### src/rtl/pric_pkg.sv
// ----------------------------------------------------------------------------
// pric_pkg
// Shared types and constants for the permutation rank isomorphism check.
// ----------------------------------------------------------------------------
package pric_pkg;

    // Matrix size and derived widths.
    localparam int MAX_VERTICES = 8;
    localparam int IDX_W        = $clog2(MAX_VERTICES);
    localparam int CNT_W        = $clog2(MAX_VERTICES + 2);
    localparam int RANK_W       = 16;
    localparam int BITCNT_W     = $clog2(RANK_W);

    // Input opcodes as they arrive on tuser.
    localparam logic [1:0] OP_LOAD_A = 2'd0;
    localparam logic [1:0] OP_LOAD_B = 2'd1;
    localparam logic [1:0] OP_TEST   = 2'd2;

    // Command kinds carried through the queue.
    typedef enum logic [1:0] {
        CMD_LOAD_A = 2'd0,
        CMD_LOAD_B = 2'd1,
        CMD_TEST   = 2'd2
    } cmd_kind_t;

    // One queued command.
    typedef struct packed {
        cmd_kind_t           kind;
        logic [IDX_W-1:0]    row;
        logic [IDX_W-1:0]    column;
        logic                edge_bit;
        logic [RANK_W-1:0]   rank;
    } cmd_t;

endpackage

### src/rtl/permutation_rank_isomorphism_check.sv
// ----------------------------------------------------------------------------
// permutation_rank_isomorphism_check
// Loads two adjacency matrices and tests permutation ranks for isomorphism.
// ----------------------------------------------------------------------------
// Channel   Direction  Contents
// s_*       in         tuser[1:0] opcode; tdata row, column, edge_bit, rank
// m_*       out        tdata[0] is_match, tdata[1] found_any (one per test)
// cfg_*     in         vertex_count, written when cfg_we is high
//
// A load is written in the back end as it is taken from the queue. A test
// runs the sequencer through digit division, permutation build and compare;
// the bit-serial divider takes most of its time.
// Reset clears control state, the found flag and sets vertex_count to 8.
// A two-entry queue lets inputs arrive while a test runs; a held result
// stalls only the finish of the next test.
// ----------------------------------------------------------------------------
module permutation_rank_isomorphism_check
    import pric_pkg::*;
(
    input  logic        clk,
    input  logic        rst_n,
    input  logic        s_tvalid,
    output logic        s_tready,
    input  logic [1:0]  s_tuser,   // [1:0] opcode
    input  logic [23:0] s_tdata,   // [2:0] row, [5:3] column, [6] edge_bit, [22:7] rank
    output logic        m_tvalid,
    input  logic        m_tready,
    output logic [7:0]  m_tdata,   // [0] is_match, [1] found_any
    input  logic        cfg_we,
    input  logic [3:0]  cfg_wdata
);

    logic       q_valid;
    logic       q_ready;
    cmd_t       q_cmd;
    logic [3:0] vertex_count_reg;

    // Vertex count register.
    always_ff @(posedge clk or negedge rst_n)
    begin
        if (!rst_n)
            vertex_count_reg <= 4'd8;
        else if (cfg_we)
            vertex_count_reg <= cfg_wdata;
    end

    pric_front u_front (
        .clk      (clk),
        .rst_n    (rst_n),
        .s_tvalid (s_tvalid),
        .s_tready (s_tready),
        .s_tuser  (s_tuser),
        .s_tdata  (s_tdata),
        .q_valid  (q_valid),
        .q_ready  (q_ready),
        .q_cmd    (q_cmd)
    );

    pric_back u_back (
        .clk          (clk),
        .rst_n        (rst_n),
        .vertex_count (vertex_count_reg),
        .q_valid      (q_valid),
        .q_ready      (q_ready),
        .q_cmd        (q_cmd),
        .m_tvalid     (m_tvalid),
        .m_tready     (m_tready),
        .m_tdata      (m_tdata)
    );

endmodule

### src/rtl/pric_front.sv
// ----------------------------------------------------------------------------
// pric_front
// Accepts input beats, classifies the opcode and queues commands (2 deep).
// ----------------------------------------------------------------------------
module pric_front
    import pric_pkg::*;
(
    input  logic        clk,
    input  logic        rst_n,
    input  logic        s_tvalid,
    output logic        s_tready,
    input  logic [1:0]  s_tuser,   // [1:0] opcode
    input  logic [23:0] s_tdata,   // [2:0] row, [5:3] column, [6] edge_bit, [22:7] rank
    output logic        q_valid,
    input  logic        q_ready,
    output cmd_t        q_cmd
);

    cmd_t       mem_reg [2];
    logic [1:0] cnt_reg, cnt_next;
    logic       wp_reg, wp_next;
    logic       rp_reg, rp_next;
    logic       push, pop, keep;
    cmd_t       in_cmd;

    // Classify the incoming beat; undefined opcodes are accepted and dropped.
    always_comb
    begin
        in_cmd.row      = s_tdata[2:0];
        in_cmd.column   = s_tdata[5:3];
        in_cmd.edge_bit = s_tdata[6];
        in_cmd.rank     = s_tdata[22:7];
        keep            = 1'b1;
        case (s_tuser)
            OP_LOAD_A: in_cmd.kind = CMD_LOAD_A;
            OP_LOAD_B: in_cmd.kind = CMD_LOAD_B;
            OP_TEST:   in_cmd.kind = CMD_TEST;
            default:
            begin
                in_cmd.kind = CMD_TEST;
                keep        = 1'b0;
            end
        endcase
    end

    assign s_tready = (cnt_reg != 2'd2);
    assign q_valid  = (cnt_reg != 2'd0);
    assign q_cmd    = mem_reg[rp_reg];
    assign push     = s_tvalid && s_tready && keep;
    assign pop      = q_valid && q_ready;

    // Pointer and fill count update.
    always_comb
    begin
        wp_next  = push ? ~wp_reg : wp_reg;
        rp_next  = pop ? ~rp_reg : rp_reg;
        cnt_next = cnt_reg + {1'b0, push} - {1'b0, pop};
    end

    always_ff @(posedge clk or negedge rst_n)
    begin
        if (!rst_n)
        begin
            cnt_reg <= 2'd0;
            wp_reg  <= 1'b0;
            rp_reg  <= 1'b0;
        end
        else
        begin
            cnt_reg <= cnt_next;
            wp_reg  <= wp_next;
            rp_reg  <= rp_next;
        end
    end

    // Queue storage.
    always_ff @(posedge clk)
    begin
        if (push)
        begin
            mem_reg[wp_reg] <= in_cmd;
        end
    end

endmodule

### src/rtl/pric_back.sv
// ----------------------------------------------------------------------------
// pric_back
// Executes queued commands: matrix loads, and rank tests through a sequencer
// of digit division, permutation build and row-by-row compare.
// ----------------------------------------------------------------------------
module pric_back
    import pric_pkg::*;
(
    input  logic             clk,
    input  logic             rst_n,
    input  logic [3:0]       vertex_count,
    input  logic             q_valid,
    output logic             q_ready,
    input  cmd_t             q_cmd,
    output logic             m_tvalid,
    input  logic             m_tready,
    output logic [7:0]       m_tdata   // [0] is_match, [1] found_any
);

    typedef enum logic [4:0] {
        ST_IDLE  = 5'b00001,
        ST_PLACE = 5'b00010,
        ST_DIV   = 5'b00100,
        ST_PERM  = 5'b01000,
        ST_CMP   = 5'b10000
    } state_t;

    localparam logic [CNT_W-1:0] N_MAX = CNT_W'(MAX_VERTICES);

    state_t                state_reg, state_next;
    logic [MAX_VERTICES-1:0] a_rows_reg [MAX_VERTICES];
    logic [MAX_VERTICES-1:0] b_rows_reg [MAX_VERTICES];
    logic [IDX_W-1:0]      digit_reg [MAX_VERTICES];
    logic [IDX_W-1:0]      perm_reg  [MAX_VERTICES];
    logic [IDX_W-1:0]      perm_next [MAX_VERTICES];
    logic [RANK_W-1:0]     r_reg;
    logic [CNT_W-1:0]      pl_reg;
    logic [CNT_W-1:0]      i_reg;
    logic [3:0]            pr_reg;
    logic [BITCNT_W-1:0]   bit_reg;
    logic                  match_reg;
    logic                  out_valid_reg;
    logic                  out_match_reg;
    logic                  found_reg;

    logic [CNT_W-1:0]      n;
    logic [4:0]            trial;
    logic                  ge;
    logic [4:0]            prn;
    logic [CNT_W-1:0]      idx_raw, idx;
    logic [IDX_W-1:0]      pick;
    logic [MAX_VERTICES-1:0] brow;
    logic                  mismatch;
    logic                  out_free;

    // Vertex count saturated to the matrix size.
    assign n = (CNT_W'(vertex_count) > N_MAX) ? N_MAX : CNT_W'(vertex_count);

    assign q_ready  = (state_reg == ST_IDLE);
    assign out_free = !out_valid_reg || m_tready;
    assign m_tvalid = out_valid_reg;
    assign m_tdata  = {6'd0, found_reg, out_match_reg};

    // One restoring division step by the current place value.
    always_comb
    begin
        trial = {pr_reg, r_reg[RANK_W-1]};
        ge    = (trial >= {1'b0, pl_reg});
        prn   = ge ? (trial - {1'b0, pl_reg}) : trial;
    end

    // One permutation step: move the selected element forward to position i.
    always_comb
    begin
        idx_raw = i_reg + CNT_W'(digit_reg[i_reg[IDX_W-1:0]]);
        idx     = (idx_raw >= n) ? (n - 1'b1) : idx_raw;
        pick    = perm_reg[idx[IDX_W-1:0]];
        for (int k = 0; k < MAX_VERTICES; k++)
        begin
            if (CNT_W'(k) == i_reg)
                perm_next[k] = pick;
            else if (CNT_W'(k) > i_reg && CNT_W'(k) <= idx && k > 0)
                perm_next[k] = perm_reg[k-1];
            else
                perm_next[k] = perm_reg[k];
        end
    end

    // Row compare of A against the permuted row of B.
    always_comb
    begin
        brow     = b_rows_reg[perm_reg[i_reg[IDX_W-1:0]]];
        mismatch = 1'b0;
        for (int j = 0; j < MAX_VERTICES; j++)
        begin
            if (CNT_W'(j) < n &&
                a_rows_reg[i_reg[IDX_W-1:0]][j] != brow[perm_reg[j]])
                mismatch = 1'b1;
        end
    end

    // Sequencer next state.
    always_comb
    begin
        state_next = state_reg;
        case (state_reg)
            ST_IDLE:
                if (q_valid && q_cmd.kind == CMD_TEST)
                    state_next = ST_PLACE;
            ST_PLACE:
                if (pl_reg > n || r_reg == '0)
                    state_next = ST_PERM;
                else
                    state_next = ST_DIV;
            ST_DIV:
                if (bit_reg == BITCNT_W'(RANK_W - 1))
                    state_next = ST_PLACE;
            ST_PERM:
                if (i_reg >= n)
                    state_next = ST_CMP;
            ST_CMP:
                if (i_reg >= n && out_free)
                    state_next = ST_IDLE;
            default:
                state_next = ST_IDLE;
        endcase
    end

    // Control registers.
    always_ff @(posedge clk or negedge rst_n)
    begin
        if (!rst_n)
        begin
            state_reg     <= ST_IDLE;
            out_valid_reg <= 1'b0;
            found_reg     <= 1'b0;
        end
        else
        begin
            state_reg <= state_next;
            if (state_reg == ST_CMP && i_reg >= n && out_free)
            begin
                out_valid_reg <= 1'b1;
                found_reg     <= found_reg | match_reg;
            end
            else if (out_valid_reg && m_tready)
                out_valid_reg <= 1'b0;
        end
    end

    // Datapath registers.
    always_ff @(posedge clk)
    begin
        case (state_reg)
            ST_IDLE:
            begin
                if (q_valid)
                begin
                    case (q_cmd.kind)
                        CMD_LOAD_A: a_rows_reg[q_cmd.row][q_cmd.column] <= q_cmd.edge_bit;
                        CMD_LOAD_B: b_rows_reg[q_cmd.row][q_cmd.column] <= q_cmd.edge_bit;
                        default:
                        begin
                            r_reg     <= q_cmd.rank;
                            pl_reg    <= CNT_W'(1);
                            pr_reg    <= 4'd0;
                            match_reg <= 1'b1;
                            for (int k = 0; k < MAX_VERTICES; k++)
                            begin
                                digit_reg[k] <= '0;
                                perm_reg[k]  <= IDX_W'(k);
                            end
                        end
                    endcase
                end
            end
            ST_PLACE:
            begin
                bit_reg <= '0;
                pr_reg  <= 4'd0;
                i_reg   <= '0;
            end
            ST_DIV:
            begin
                r_reg   <= {r_reg[RANK_W-2:0], ge};
                pr_reg  <= prn[3:0];
                bit_reg <= bit_reg + 1'b1;
                if (bit_reg == BITCNT_W'(RANK_W - 1))
                begin
                    digit_reg[IDX_W'(n - pl_reg)] <= prn[IDX_W-1:0];
                    pl_reg <= pl_reg + 1'b1;
                end
            end
            ST_PERM:
            begin
                if (i_reg >= n)
                    i_reg <= '0;
                else
                begin
                    perm_reg <= perm_next;
                    i_reg    <= i_reg + 1'b1;
                end
            end
            ST_CMP:
            begin
                if (i_reg < n)
                begin
                    match_reg <= match_reg & !mismatch;
                    i_reg     <= i_reg + 1'b1;
                end
                else if (out_free)
                    out_match_reg <= match_reg;
            end
            default:
            begin
            end
        endcase
    end

    // Commands are taken from the queue only while the sequencer is idle.
    a_pop_idle: assert property (@(posedge clk) disable iff (!rst_n)
        q_ready |-> state_reg == ST_IDLE)
        else $error("queue popped while busy");

    // The partial remainder stays below the divisor.
    a_rem_bound: assert property (@(posedge clk) disable iff (!rst_n)
        state_reg == ST_DIV |-> {1'b0, pr_reg} < {1'b0, pl_reg})
        else $error("division remainder out of range");

    // The permutation index never passes the vertex count.
    a_perm_bound: assert property (@(posedge clk) disable iff (!rst_n)
        state_reg == ST_PERM |-> i_reg <= n)
        else $error("permutation index out of range");

    // The found flag is sticky.
    a_found_sticky: assert property (@(posedge clk) disable iff (!rst_n)
        !$fell(found_reg))
        else $error("found flag cleared");

endmodule

### config.mk
export PLATFORM = sky130hd
export DESIGN_NAME = permutation_rank_isomorphism_check
export DESIGN_NICKNAME = d
export VERILOG_FILES = /design/src/rtl/pric_pkg.sv /design/src/rtl/permutation_rank_isomorphism_check.sv /design/src/rtl/pric_front.sv /design/src/rtl/pric_back.sv
export SDC_FILE = /design/constraint.sdc
export NUM_CORES = 1
export LEC_CHECK = 0
export BUFFER_PORTS_ARGS = -buffer_cell sky130_fd_sc_hd__buf_2
export CAP_MARGIN = 20
export CORE_MARGIN = 2
export CORE_UTILIZATION = 60
export CTS_CLUSTER_SIZE = 8
export DETAILED_ROUTE_END_ITERATION = 6
export PLACE_DENSITY = 0.75
export SYNTH_ARGS = -nofsm -noshare
export SYNTH_HDL_FRONTEND = slang
export SYNTH_SLANG_ARGS = --single-unit
### constraint.sdc
create_clock -name clk -period 9.6 [get_ports clk]
set_input_delay 0.96 -clock clk [delete_from_list [all_inputs] [get_ports clk]]
set_output_delay 0.96 -clock clk [all_outputs]
set_load 0.005 [all_outputs]
* Word level (Yosys, flattened, before mapping)
Memory sizes are Yosys's and may differ from the RTL's. A register that Yosys moved wholly into a read port is not among the register bits. Index checks and enable logic that the tools add are counted.
Word-level totals: input port bits 35, logic and storage cells 286, memories 4, bits in writable memories 202, output and inout bits 10, bits in registers 73
Memories:
- u_back.a_rows_reg | words 8, bits a word 8, read ports 1, clocked after memory_dff 1, write ports 1, line pric_back.sv:31 | logic [MAX_VERTICES-1:0] a_rows_reg [MAX_VERTICES];
- u_back.b_rows_reg | words 8, bits a word 8, read ports 1, clocked after memory_dff 0, write ports 1, line pric_back.sv:32 | logic [MAX_VERTICES-1:0] b_rows_reg [MAX_VERTICES];
- u_front.mem_reg | words 2, bits a word 25, read ports 1, clocked after memory_dff 0, write ports 1, line pric_front.sv:19 | cmd_t mem_reg [2];
- u_back.digit_reg | words 8, bits a word 3, read ports 1, clocked after memory_dff 1, write ports 8, line pric_back.sv:33 | logic [IDX_W-1:0] digit_reg [MAX_VERTICES];
Operators by class: add/subtract/negate cells 9, muxes and demuxes 104, bitwise operators 7, equal/unequal tests 42, reduce and logical (&&, ||, !) cells 58, order comparisons 40
Operator list (number):
- 24-bit two-way mux | 3
- 3-bit two-way mux | 23
- 24-bit case mux with 2 select lines | 1
- 4-bit two-way mux | 11
- 5-bit AND reduction | 8
- 1-bit two-way mux | 39
- 3-bit by 4-bit less-than comparator with 1-bit output (second input constant) | 9
- 16-bit two-way mux | 2
- 16-bit case mux with 2 select lines | 1
- 5-bit case mux with 5 select lines | 1
- 1-bit binary-select mux with 3-bit select | 8
- 1-bit logical AND | 24
- 4-bit case mux with 3 select lines | 2
- 3-bit by 1-bit inequality test with 1-bit output (second input constant) | 7
- 5-bit two-way mux | 4
- 3-bit binary-select mux with 3-bit select | 2
- 3-bit by 4-bit == test with 1-bit output (first input constant) | 4
- 3-bit by 4-bit greater-than comparator with 1-bit output (first input constant) | 4
- 3-bit by 4-bit <= comparator with 1-bit output (first input constant) | 4
- 16-bit logical NOT | 1
- 3-bit by 4-bit less-than comparator with 1-bit output (first input constant) | 4
- 8-bit two-way mux | 2
- 4-bit case mux with 2 select lines | 2
- 4-bit by 1-bit adder with 4-bit output (second input constant) | 3
- other kinds (50) | 91

* Logic depth before layout (Yosys ltp)
Gate-level depths: netlist of the first run. An unclocked memory read counts as a cell.
depth after elaboration 21, mapped depth 20, gate-level depth less buffers 17

* Modules after synthesis
Synthesis of the first run repeated with hierarchy kept, for this count alone.
Unflattened totals: cell total of the unflattened synthesis 1114, area, all modules 13963.4 um2
By module, submodules not included:
- pric_back | instances 1, area each 11746.3 um2, cells an instance 1002, seq. area each 6542.5 um2
- pric_front | instances 1, area each 2070.7 um2, cells an instance 104, seq. area each 1601.5 um2
- permutation_rank_isomorphism_check | instances 1, area each 146.4 um2, cells an instance 8, seq. area each 101.3 um2

* Worst setup path after synthesis of the first run
OpenSTA, ideal clock, no wires.
path kind reg-to-reg, from register (tool-made name), to register u_back.perm_reg[14] in the netlist's numbering, data pin, cell stages (with the launch flop) 21, arrival 5.840 ns, setup slack 3.493 ns, required time 9.334 ns, cell sequence dfxtp_1 > buf_1 > clkbuf_1 > mux4_2 > mux2_2 > ha_1 > inv_1 > fa_1 > inv_1 > ha_1 > a21o_1 > a21o_1 > a21oi_1 > mux2i_1 > clkbuf_1 > mux2i_1 > mux2i_1 > mux2i_1 > nor2_1 > a21oi_1 > nor2_1
RTL lines:
- to (signal, indexed assignment) | line pric_back.sv:171 | perm_reg[k] <= IDX_W'(k);
- to (signal assigned) | line pric_back.sv:200 | perm_reg <= perm_next;
- to (decl) | line pric_back.sv:34 | logic [IDX_W-1:0] perm_reg [MAX_VERTICES];

==> reports/qor_table.md, run 1 <==
| Result | Reported |
|:---|:---|
| Run status | finished clean |
| Clock insertion delay at the later pin of the skew report | 0.53 ns |
| Detailed-route vias per instance | 6.23 |
| Worst-Margin Slew | 1.03 ns |
| Worst min path class | primary input to asynchronous set/reset pin |
| Max Freq | 175 MHz |
| Max-slew violation count | 0 |
| RSZ-0062 raised after global routing | no |
| GRT Util Overall | 25.5% |
| Initial cell density of the core | 60.9% |
| Sequential cell area | 8250 um^2 |
| Number of cells upsized or downsized after cts | 0 |
| WP data arrival | 5.95 ns |
| I/O pin count | 45 |
| Fraction of layout cells with a size suffix above 1 | 13.2% |
| Width of the die | 155 um |
| Number of clock sinks seen by CTS | 278 |
| Detail Placement HPWL | 19.2 mm |
| Summed area of non-filler cells in the final layout | 15300 um^2 |
| MaxCap Viol Count | 0 |
| Post-synth design cell area | 13800 um^2 |
| Post-route fraction of the period consumed by the critical path | 59.4% |
| Cts bufs inserted | 40 |
| Headroom to the max-slew limit | 29.4% |
| Largest buffer count on any clock path | 3 |
| Area growth from synthesis to layout | 11.0% |
| Via count of the first global-routing pass | 8937 |
| Syn Inst Count | 1083 |
| Combined area of the multi-input logic cells | 5160 um^2 |
| Final worst hold slack | 0.351 ns |
| Post-CTS Hold Fix Bufs | 0 |
| Master cell of the clock root buffer | clkbuf_16 |
| Layout net count | 1195 |
| Number of design-rule violations left by the first detailed-router iteration | 950 |
| First-pass GRT wire length | 47.6 mm |
| Worst Path Class, Setup | register to register |
| Via count of the routed design | 8871 |
| Kind of start point of the critical path | register |
| Final hold violation count | 0 |
| Maximum resistive drop on vdd | 0.260 mV |
| Number of antenna cells inserted | 0 |
| I/O Buffers | 37 |
| Number of cell rows | 55 |
| Kind of end point of the critical path | register |
| Largest net degree at the start of global routing | 129 |
| Leading register cell type out of synthesis | edfxtp_1 |
| Die H | 155 um |
| Worst clock skew on the final layout | 0.0120 ns |
| Total of flip-flops plus latches after synthesis | 278 |
| Clk pin slew, worst setup/hold paths | 0.05 ns |
| Detailed-route DRC error count | 0 |
| Cell leakage power | 5.51 nW |
| Area post-placement | 14200 um^2 |
| Detailed Route WL | 29.8 mm |
| Required time worst endpoint | 9.85 ns |
| Post-synth EDFFs | 260 |
| Antenna violations before repair | 0 |
| CP max FO | 22 |
| Avg WL per Cell | 20.9 um |
| DR pass1 iterations | 6 |
| Routability congestion estimate from global placement | 0.854 |
| Final Setup Violations | 0 |
| Filler cells | 1598 |
| Number of different library cells in the post-synthesis netlist | 60 |
| Fin Setup TNS | 0 ns |
| Share of synthesized registers carrying an async set or reset | 5.40% |
| Area enclosed by the die boundary | 24100 um^2 |
| Cell area power density | 311 nW/um^2 |
| Yosys warns | 0 |
| CTS tree | yes |
| Post-CTS repair timing setup buffer count | 0 |
| Per-instance average area after synthesis | 12.7 um^2 |
| Shortest period the worst path allows | 5.71 ns |
| GRT Residual Overflow | 0 |
| Count of H-tree levels built during CTS | 2 |
| Routed Antenna Nets | 0 |
| Placeable core region | 22600 um^2 |
| Sequential share of the synthesized area | 60.0% |
-- final timing paths --
check	start	end	slack (ns)	cells after the start
max in group asynchronous	rst_n	vertex_count_reg[3]	8.93	1
worst max-delay path	register	u_back.perm_reg[14]	3.89	17
worst max register to register	register	u_back.perm_reg[14]	3.89	17
worst min register to register	u_back.found_reg	u_back.found_reg	0.50	1
worst min-delay path	rst_n	u_front.rp_reg	0.35	1
min in group clk	u_back.found_reg	u_back.found_reg	0.50	1
-- worst max-delay path, stage by stage (launching register included) --
cell and delay, ns:
dfxtp_1 0.30, buf_4 0.38, mux4_2 0.58, mux2_2 0.29, ha_1 0.20, inv_1 0.08
fa_1 0.42, inv_1 0.07, ha_1 0.22, a21o_1 0.16, a21o_1 0.18, a21oi_1 0.44
mux2i_1 0.91, mux2i_1 0.17, mux2i_1 0.71, nor2_1 0.11, a21oi_1 0.14, nor2_1 0.05
-- layout by cell type, fill, tap and decap left out, drive strengths merged, types with 12 or more instances in the layout --
cell    synthesis  layout
nand2         105     105
a21oi          25      25
inv            33      33
nand2b         12      12
dfrtp          13      13
mux4           42      42
nor2          207     207
ha             31      31
edfxtp        260     260
mux2i          90      90
nand3          22      22
clkbuf         32      54
buf            19      47
a22oi          16      16
xnor2          16      16
o21ai          34      34
-- metal layers --
| layer | wire length, um | global-route usage (%) | up-vias |
|---|---|---|---|
| met5 | 0 | 0 | - |
| met1 | 12600 | 35.3 | 4348 |
| met2 | 14300 | 41.4 | 387 |
| met4 | 712 | 8.61 | 0 |
| met3 | 2190 | 4.32 | 68 |
| li1 | - | - | 4068 |
-- synth_stat cells, types with 3 or more instances --
cell type	instances	area, um^2
fa_1	3	60.1
edfxtp_1	260	7810
o21ai_1	3	15.0
mux2i_1	89	891
xor2_1	9	78.8
buf_1	5	18.8
xnor2_1	16	140
nand3_1	22	110
o2111ai_1	4	35.0
nor3_1	4	20.0
nor2b_1	10	62.6
o211ai_1	9	67.6
nand2_1	105	394
nor4_1	4	25.0
clkbuf_1	32	120
nand4_1	3	18.8
nor2_1	207	777
and2_1	7	43.8
ha_1	31	388
nand2b_1	12	75.1
and3_1	4	25.0
dfxtp_1	3	60.1
buf_4	10	75.1
o21ai_0	31	155
a21oi_1	25	125
dfrtp_1	13	325
nand3b_1	4	30.0
o32ai_1	8	70.1
mux4_2	42	946
o21bai_1	4	30.0
mux2_2	10	113
inv_1	33	124
a31oi_1	3	18.8
a211oi_1	7	52.6
a22oi_1	16	120
a21o_1	5	37.5
-- stage by stage --
stage                     power (W)  util, %  worst slack (ns)  cells
final                       0.00474     67.7              3.89   1425
after global routing        0.00500     67.7              3.49   1425
after CTS                   0.00475     67.7              3.85   1425
after global placement      0.00343     62.7              3.97   1369
after floorplan             0.00301        -              3.49   1088
after detailed placement    0.00347     62.7              3.88   1369
-- power by group --
group          leakage [nW]  internal (W)  switching [W]
logic                  2.42      0.000628        0.00108
clock network         0.539      0.000773       0.000491
registers              2.56       0.00164       0.000131
total                  5.51       0.00304        0.00170
-- cell type report --
type | count | share of cell area (%)
clock buffer | 54 | 7.04
clock inverter | 2 | 0.303
inverter | 33 | 0.811
multi-input combinational | 726 | 33.8
sequential | 278 | 54.0
tap | 285 | 2.33
timing repair buffer | 47 | 1.70
-- logic make-up after synthesis --
family	Yosys count	share of synthesized area, %
other	1	0.0273
flip-flops	278	60.0
XOR/XNOR	25	1.59
buffers and inverters	84	2.69
AND/OR/NAND/NOR	393	12.2
adder cells (fa/ha/maj)	34	3.26
multiplexers	142	14.3
AO/OA/AOI/OAI	126	5.99
No activity file was read; power rests on OpenSTA's default activity.
==> run 2: changes to the inputs <==
==> constraint.sdc (replaced) <==
create_clock -name clk -period 5.8 [get_ports clk]
set_input_delay 0.58 -clock clk [delete_from_list [all_inputs] [get_ports clk]]
set_output_delay 0.58 -clock clk [all_outputs]
set_load 0.005 [all_outputs]
==> reports/qor_table.md, run 2 (synthesis gave the netlist of run 1 again) <==
| Result | Reported | Change |
|:---|:---|:---|
| Area enclosed by the die boundary | 24100 um^2 | unchanged |
| Max-slew violation count | 0 | unchanged |
| Required time worst endpoint | 6.04 ns | -3.81 ns |
| Die H | 155 um | unchanged |
| Cell Int Power | 0.00504 W | +66% |
| Kind of start point of the critical path | register |  |
| GRT Residual Overflow | 0 | unchanged |
| Clock network fraction of design power | 26.6% | about the same |
| Maximum resistive drop on vdd | 0.370 mV | +42% |
| Width of the die | 155 um | unchanged |
| Avg WL per Cell | 20.2 um | -3.3% |
| Shortest period the worst path allows | 5.19 ns | -0.516 ns |
| Max Freq | 193 MHz | +9.9% |
| Final hold violation count | 0 | unchanged |
| Area growth from synthesis to layout | 11.5% |  |
| RSZ-0062 raised after global routing | no |  |
| MaxCap Viol Count | 0 | unchanged |
| Switching Fraction | 35.9% | about the same |
| I/O Buffers | 37 | unchanged |
| Sequential power share | 37.4% | about the same |
| Via count of the first global-routing pass | 8713 | -2.5% |
| Detail Placement HPWL | 19.0 mm | -1.1% |
| Count of H-tree levels built during CTS | 2 | unchanged |
| Number of design-rule violations left by the first detailed-router iteration | 736 | -23% |
| CP max FO | 14 | -36% |
| Area post-placement | 14200 um^2 | +0.25% |
| Post-Layout Cell Count | 1434 | +0.63% |
| Routability congestion estimate from global placement | 0.869 | +1.7% |
| Number of cell rows | 55 | unchanged |
| First-pass GRT wire length | 46.1 mm | -3.1% |
| Worst clock skew on the final layout | 0.0226 ns | +0.0106 ns |
| Cell area power density | 512 nW/um^2 | +65% |
| Detailed-route vias per instance | 6.12 | -1.6% |
| CTS tree | yes |  |
| Cts bufs inserted | 40 | unchanged |
| Initial cell density of the core | 60.9% | unchanged |
| Post-route fraction of the period consumed by the critical path | 89.5% | +30 points |
| Most frequent cells in the layout | 260 x edfxtp_1, 206 x nor2_1, 105 x nand2_1 |  |
| Antenna violations before repair | 1 | +1 |
| Power share of the combinational group | 36.0% | about the same |
| Master cell of the clock root buffer | clkbuf_16 |  |
| Run status | finished clean |  |
| Number of placed instances, taps included | 1371 | +0.15% |
| Summed area of non-filler cells in the final layout | 15300 um^2 | +0.42% |
| Detailed-route DRC error count | 0 | unchanged |
| Fin Setup TNS | 0 ns | unchanged |
| Cell leakage power | 5.54 nW | +0.42% |
| Most common cell after layout, fill and taps aside | edfxtp_1 |  |
| Largest buffer count on any clock path | 3 | unchanged |
| Clock insertion delay at the later pin of the skew report | 0.53 ns | about the same |
| Detailed Route WL | 29.0 mm | -2.7% |
| Worst min path class | primary input to register |  |
| Routed Antenna Nets | 0 | unchanged |
| Headroom to the max-slew limit | 27.0% | -2.3 points |
| GRT Util Overall | 24.7% | -0.73 points |
| Worst-Margin Slew | 1.09 ns | +0.0608 ns |
| Fraction of layout cells with a size suffix above 1 | 13.2% | +0.083 points |
| Via count of the routed design | 8782 | -1.0% |
| Number of clock sinks seen by CTS | 278 | unchanged |
| Placeable core region | 22600 um^2 | unchanged |
| Post-CTS repair timing setup buffer count | 0 | unchanged |
| Switching pwr | 0.00282 W | +65% |
| Clk pin slew, worst setup/hold paths | 0.05 ns | about the same |
| WP data arrival | 5.43 ns | -0.52 ns |
| Kind of end point of the critical path | register |  |
| Layout net count | 1198 | +0.25% |
| DR pass1 iterations | 7 | +1 |
| Final Setup Violations | 0 | unchanged |
| Largest net degree at the start of global routing | 129 | unchanged |
| I/O pin count | 45 | unchanged |
| Worst Path Class, Setup | register to register |  |
==> run 2: power by group through the flow <==
stage	Sequential, W	Clock [W]	Combinational [W]
after global placement	0.00295	0	0.00271
after detailed placement	0.00296	0	0.00281
after CTS	0.00293	0.00212	0.00283
final	0.00294	0.00209	0.00283
after floorplan	0.00286	0	0.00213
after global routing	0.00297	0.00220	0.00311
==> run 2: critical path, stage by stage (launching register included) <==
cell and delay [ns]:
dfxtp_1 0.56, mux4_2 0.55, mux2_2 0.30, ha_1 0.20
inv_1 0.07, fa_1 0.43, inv_1 0.08, ha_1 0.22
a21o_1 0.15, a21o_1 0.17, a21oi_1 0.42, mux2i_1 0.24
buf_4 0.26, mux2i_1 0.22, mux2i_1 0.11, mux2i_1 0.62
nor2_1 0.08, a21oi_1 0.15, nor2_1 0.05
==> run 2: what timing repair did <==
action                                  4_1_cts  5_1_grt
endpoints found under the setup margin        0        0
hold endpoints to repair                     13        0
hold buffers                                  1        0
resized for setup                             0        0
==> run 2: stage by stage <==
stage	hold slack [ns]	setup WS (ns)	power (W)	utilization [%]
after CTS	0.219	0.612	0.00789	67.9
final	0.233	0.609	0.00786	67.9
after floorplan	0.284	0.168	0.00499	-
after global placement	0.489	0.738	0.00567	62.7
after global routing	0.229	0.218	0.00829	67.9
after detailed placement	0.503	0.665	0.00578	62.8
==> run 2: cell type report <==
type	instances	area (um^2)
clock inverters	3	68.8
multi-input cells	726	5160
clock buffers	58	1070
repair buffers	50	305
flip-flops and latches	278	8250
fillers	1604	7240
well taps	285	357
inverters	33	124
diodes	1	2.50
==> run 2: per-layer routing <==
metal	wire length (um)	global-route usage, %	vias to the layer above
met5	0	0	-
met4	665	7.47	0
met3	1860	3.98	48
met2	14100	40.3	317
met1	12400	34.9	4346
li1	-	-	4071
==> run 2: path summary, 6_finish.rpt <==
path                                start                     end  slack, ns  depth (start not counted)
max in group asynchronous           rst_n     vertex_count_reg[3]       4.95                          2
hold / removal                 s_tdata[3]  u_front.mem_reg[0][17]       0.23                          1
min in group asynchronous           rst_n          u_front.wp_reg       0.52                          2
setup / recovery                 register      u_back.perm_reg[7]       0.61                         18
hold reg to reg            u_front.wp_reg          u_front.wp_reg       0.52                          1
setup reg to reg                 register      u_back.perm_reg[7]       0.61                         18
==> run 3: changes to the inputs <==
--- a/config.mk
+++ b/config.mk
@@ -7,6 +7,7 @@
 export LEC_CHECK = 0
 export BUFFER_PORTS_ARGS = -buffer_cell sky130_fd_sc_hd__buf_2
 export CAP_MARGIN = 20
+export CORE_ASPECT_RATIO = 1.5
 export CORE_MARGIN = 2
 export CORE_UTILIZATION = 60
 export CTS_CLUSTER_SIZE = 8
==> reports/qor_table.md, run 3 (synthesis gave the netlist of run 1 again) <==
| Result | Reported | Change |
|:---|:---|:---|
| Filler cells | 1615 | +0.69% |
| Width of the die | 128 um | -18% |
| Avg WL per Cell | 20.4 um | +0.65% |
| Cell area power density | 517 nW/um^2 | +0.92% |
| Maximum resistive drop on vdd | 0.444 mV | +20% |
| Area growth from synthesis to layout | 11.7% |  |
| Final hold violation count | 0 | unchanged |
| WP data arrival | 5.08 ns | -0.35 ns |
| Post-CTS Hold Fix Bufs | 1 | unchanged |
| Count of H-tree levels built during CTS | 2 | unchanged |
| Detailed-route vias per instance | 6.19 | +1.1% |
| Detailed Route WL | 29.1 mm | +0.44% |
| Cell leakage power | 5.56 nW | +0.48% |
| Number of antenna cells inserted | 0 | -1 |
| Layout net count | 1202 | +0.33% |
| Via count of the first global-routing pass | 8990 | +3.2% |
| Kind of start point of the critical path | register |  |
| Clock network fraction of design power | 26.7% | about the same |
| Switching pwr | 0.00282 W | about the same |
| GRT Util Overall | 25.0% | +0.24 points |
| First-pass GRT wire length | 46.3 mm | +0.48% |
| Shortest period the worst path allows | 4.85 ns | -0.344 ns |
| Headroom to the max-slew limit | 41.6% | +15 points |
| Cell Int Power | 0.00512 W | +1.7% |
| Number of design-rule violations left by the first detailed-router iteration | 805 | +9.4% |
| Worst min path class | primary input to register |  |
| Initial cell density of the core | 61.2% | +0.29 points |
| GRT Residual Overflow | 0 | unchanged |
| Fin Setup TNS | 0 ns | unchanged |
| Met2 Wirelength | 15.9 mm | +13% |
| Switching Fraction | 35.5% | -0.39 points |
| Post-CTS repair timing setup buffer count | 0 | unchanged |
| Max Freq | 206 MHz | +7.1% |
| Final worst hold slack | 0.234 ns | +0.000671 ns |
| Number of cell rows | 67 | +22% |
| Most common cell after layout, fill and taps aside | edfxtp_1 |  |
| Clock insertion delay at the later pin of the skew report | 0.54 ns | about the same |
| Detail Placement HPWL | 19.6 mm | +3.0% |
| I/O Buffers | 37 | unchanged |
| MaxCap Viol Count | 0 | unchanged |
| Most frequent cells in the layout | 260 x edfxtp_1, 206 x nor2_1, 105 x nand2_1 |  |
| RSZ-0062 raised after global routing | no |  |
| Largest net degree at the start of global routing | 81 | -37% |
| Placeable core region | 22500 um^2 | -0.47% |
| Routability congestion estimate from global placement | 0.874 | +0.61% |
| Fraction of layout cells with a size suffix above 1 | 13.6% | +0.35 points |
| Routed Antenna Nets | 0 | unchanged |
| Final Setup Violations | 0 | unchanged |
| Largest buffer count on any clock path | 3 | unchanged |
| Detailed-route DRC error count | 0 | unchanged |
| Number of cells upsized or downsized after cts | 0 | unchanged |
| Post-route fraction of the period consumed by the critical path | 83.6% | -5.9 points |
| Metal-1 WL | 10.5 mm | -15% |
| Master cell of the clock root buffer | clkbuf_16 |  |
| DR pass1 iterations | 5 | -2 |
| Clk pin slew, worst setup/hold paths | 0.05 ns | about the same |
| Die H | 189 um | +22% |
| Number of clock sinks seen by CTS | 278 | unchanged |
| Antenna violations before repair | 0 | -1 |
| CP max FO | 17 | +3 |
| Worst clock skew on the final layout | 0.0171 ns | -0.00551 ns |
| Area enclosed by the die boundary | 24200 um^2 | +0.10% |
| Via count of the routed design | 8857 | +0.85% |
| Final cell utilization of the core | 68.4% | +0.41 points |
| CTS tree | yes |  |
| Run status | finished clean |  |
| Power share of the combinational group | 36.4% | +0.4 points |
| Highest metal layer with signal wires | met4 |  |
| Required time worst endpoint | 6.04 ns | about the same |
| Worst Path Class, Setup | register to register |  |
| Max-slew violation count | 0 | unchanged |
| Worst-Margin Slew | 0.871 ns | -0.220 ns |
| Cts bufs inserted | 40 | unchanged |
| Kind of end point of the critical path | register |  |
| Sequential power share | 36.9% | -0.5 points |
| I/O pin count | 45 | unchanged |
| Met3 WL post-DR | 1.60 mm | -14% |
## run 3: cell count changes in the layout (fill, tap and decap cells not counted)
| cell | before | now |
|---|---|---|
| buf_16 | 1 | 0 |
| clkinv_16 | 2 | 1 |
| clkbuf_8 | 0 | 1 |
| clkinv_8 | 0 | 1 |
| clkbuf_16 | 40 | 41 |
| diode_2 | 1 | 0 |
| clkbuf_1 | 18 | 20 |
| buf_4 | 11 | 16 |
| inv_6 | 1 | 0 |
## run 3: cell type report
type                    count  area [um^2]  area share (%)
inverters                  33          124           0.807
clock buffers              62         1110            7.26
multi-input cells         726         5160            33.6
flip-flops and latches    278         8250            53.7
repair buffers             54          315            2.05
well taps                 276          345            2.25
clock inverters             2         46.3           0.301
## run 3: worst paths after layout
kind,end,slack [ns],startpoint,cells after the start
setup reg to reg,u_back.perm_reg[7],0.95,register,17
hold / removal,u_front.mem_reg[1][16],0.23,s_tdata[6],1
min in group asynchronous,u_front.wp_reg,0.50,rst_n,2
setup / recovery,u_back.perm_reg[7],0.95,register,17
max in group asynchronous,u_back.state_reg[0],4.96,rst_n,2
hold reg to reg,u_back.found_reg,0.47,u_back.found_reg,1
## run 3: through the flow
stage               std cells  cell area, um^2  setup WS [ns]  total power, W
finish                   1431            15400          0.953         0.00794
global placement         1366            14200           1.03         0.00574
floorplan                1088            13800          0.168         0.00499
detailed placement       1366            14200           1.00         0.00582
CTS                      1431            15400          0.924         0.00797
global route             1431            15400          0.482         0.00833
## run 3: power groups by stage
| stage | registers, W | clock network, W | logic, W |
|---|---|---|---|
| after floorplan | 0.00286 | 0 | 0.00213 |
| after global placement | 0.00295 | 0 | 0.00279 |
| after detailed placement | 0.00297 | 0 | 0.00286 |
| after CTS | 0.00293 | 0.00215 | 0.00289 |
| after global routing | 0.00296 | 0.00222 | 0.00315 |
| final | 0.00293 | 0.00212 | 0.00289 |
## run 3: critical path, cell delays in order, from the launching register on
cell and delay, ns:
dfxtp_1 0.52, buf_4 0.41, mux4_2 0.55, mux2_2 0.27, ha_1 0.30, xnor2_1 0.24
ha_1 0.26, a21o_1 0.16, a21oi_1 0.44, mux2i_1 0.24, buf_4 0.27, mux2i_1 0.22
mux2i_1 0.09, mux2i_1 0.13, buf_4 0.19, nor2_1 0.05, a21oi_1 0.12, nor2_1 0.07
## run 3: per-layer routing
metal / global-route usage (%) / vias up
li1: - / 4078
met1: 28.3 / 4361
met4: 11.8 / 0
met3: 3.96 / 90
met5: 0 / -
met2: 45.7 / 328
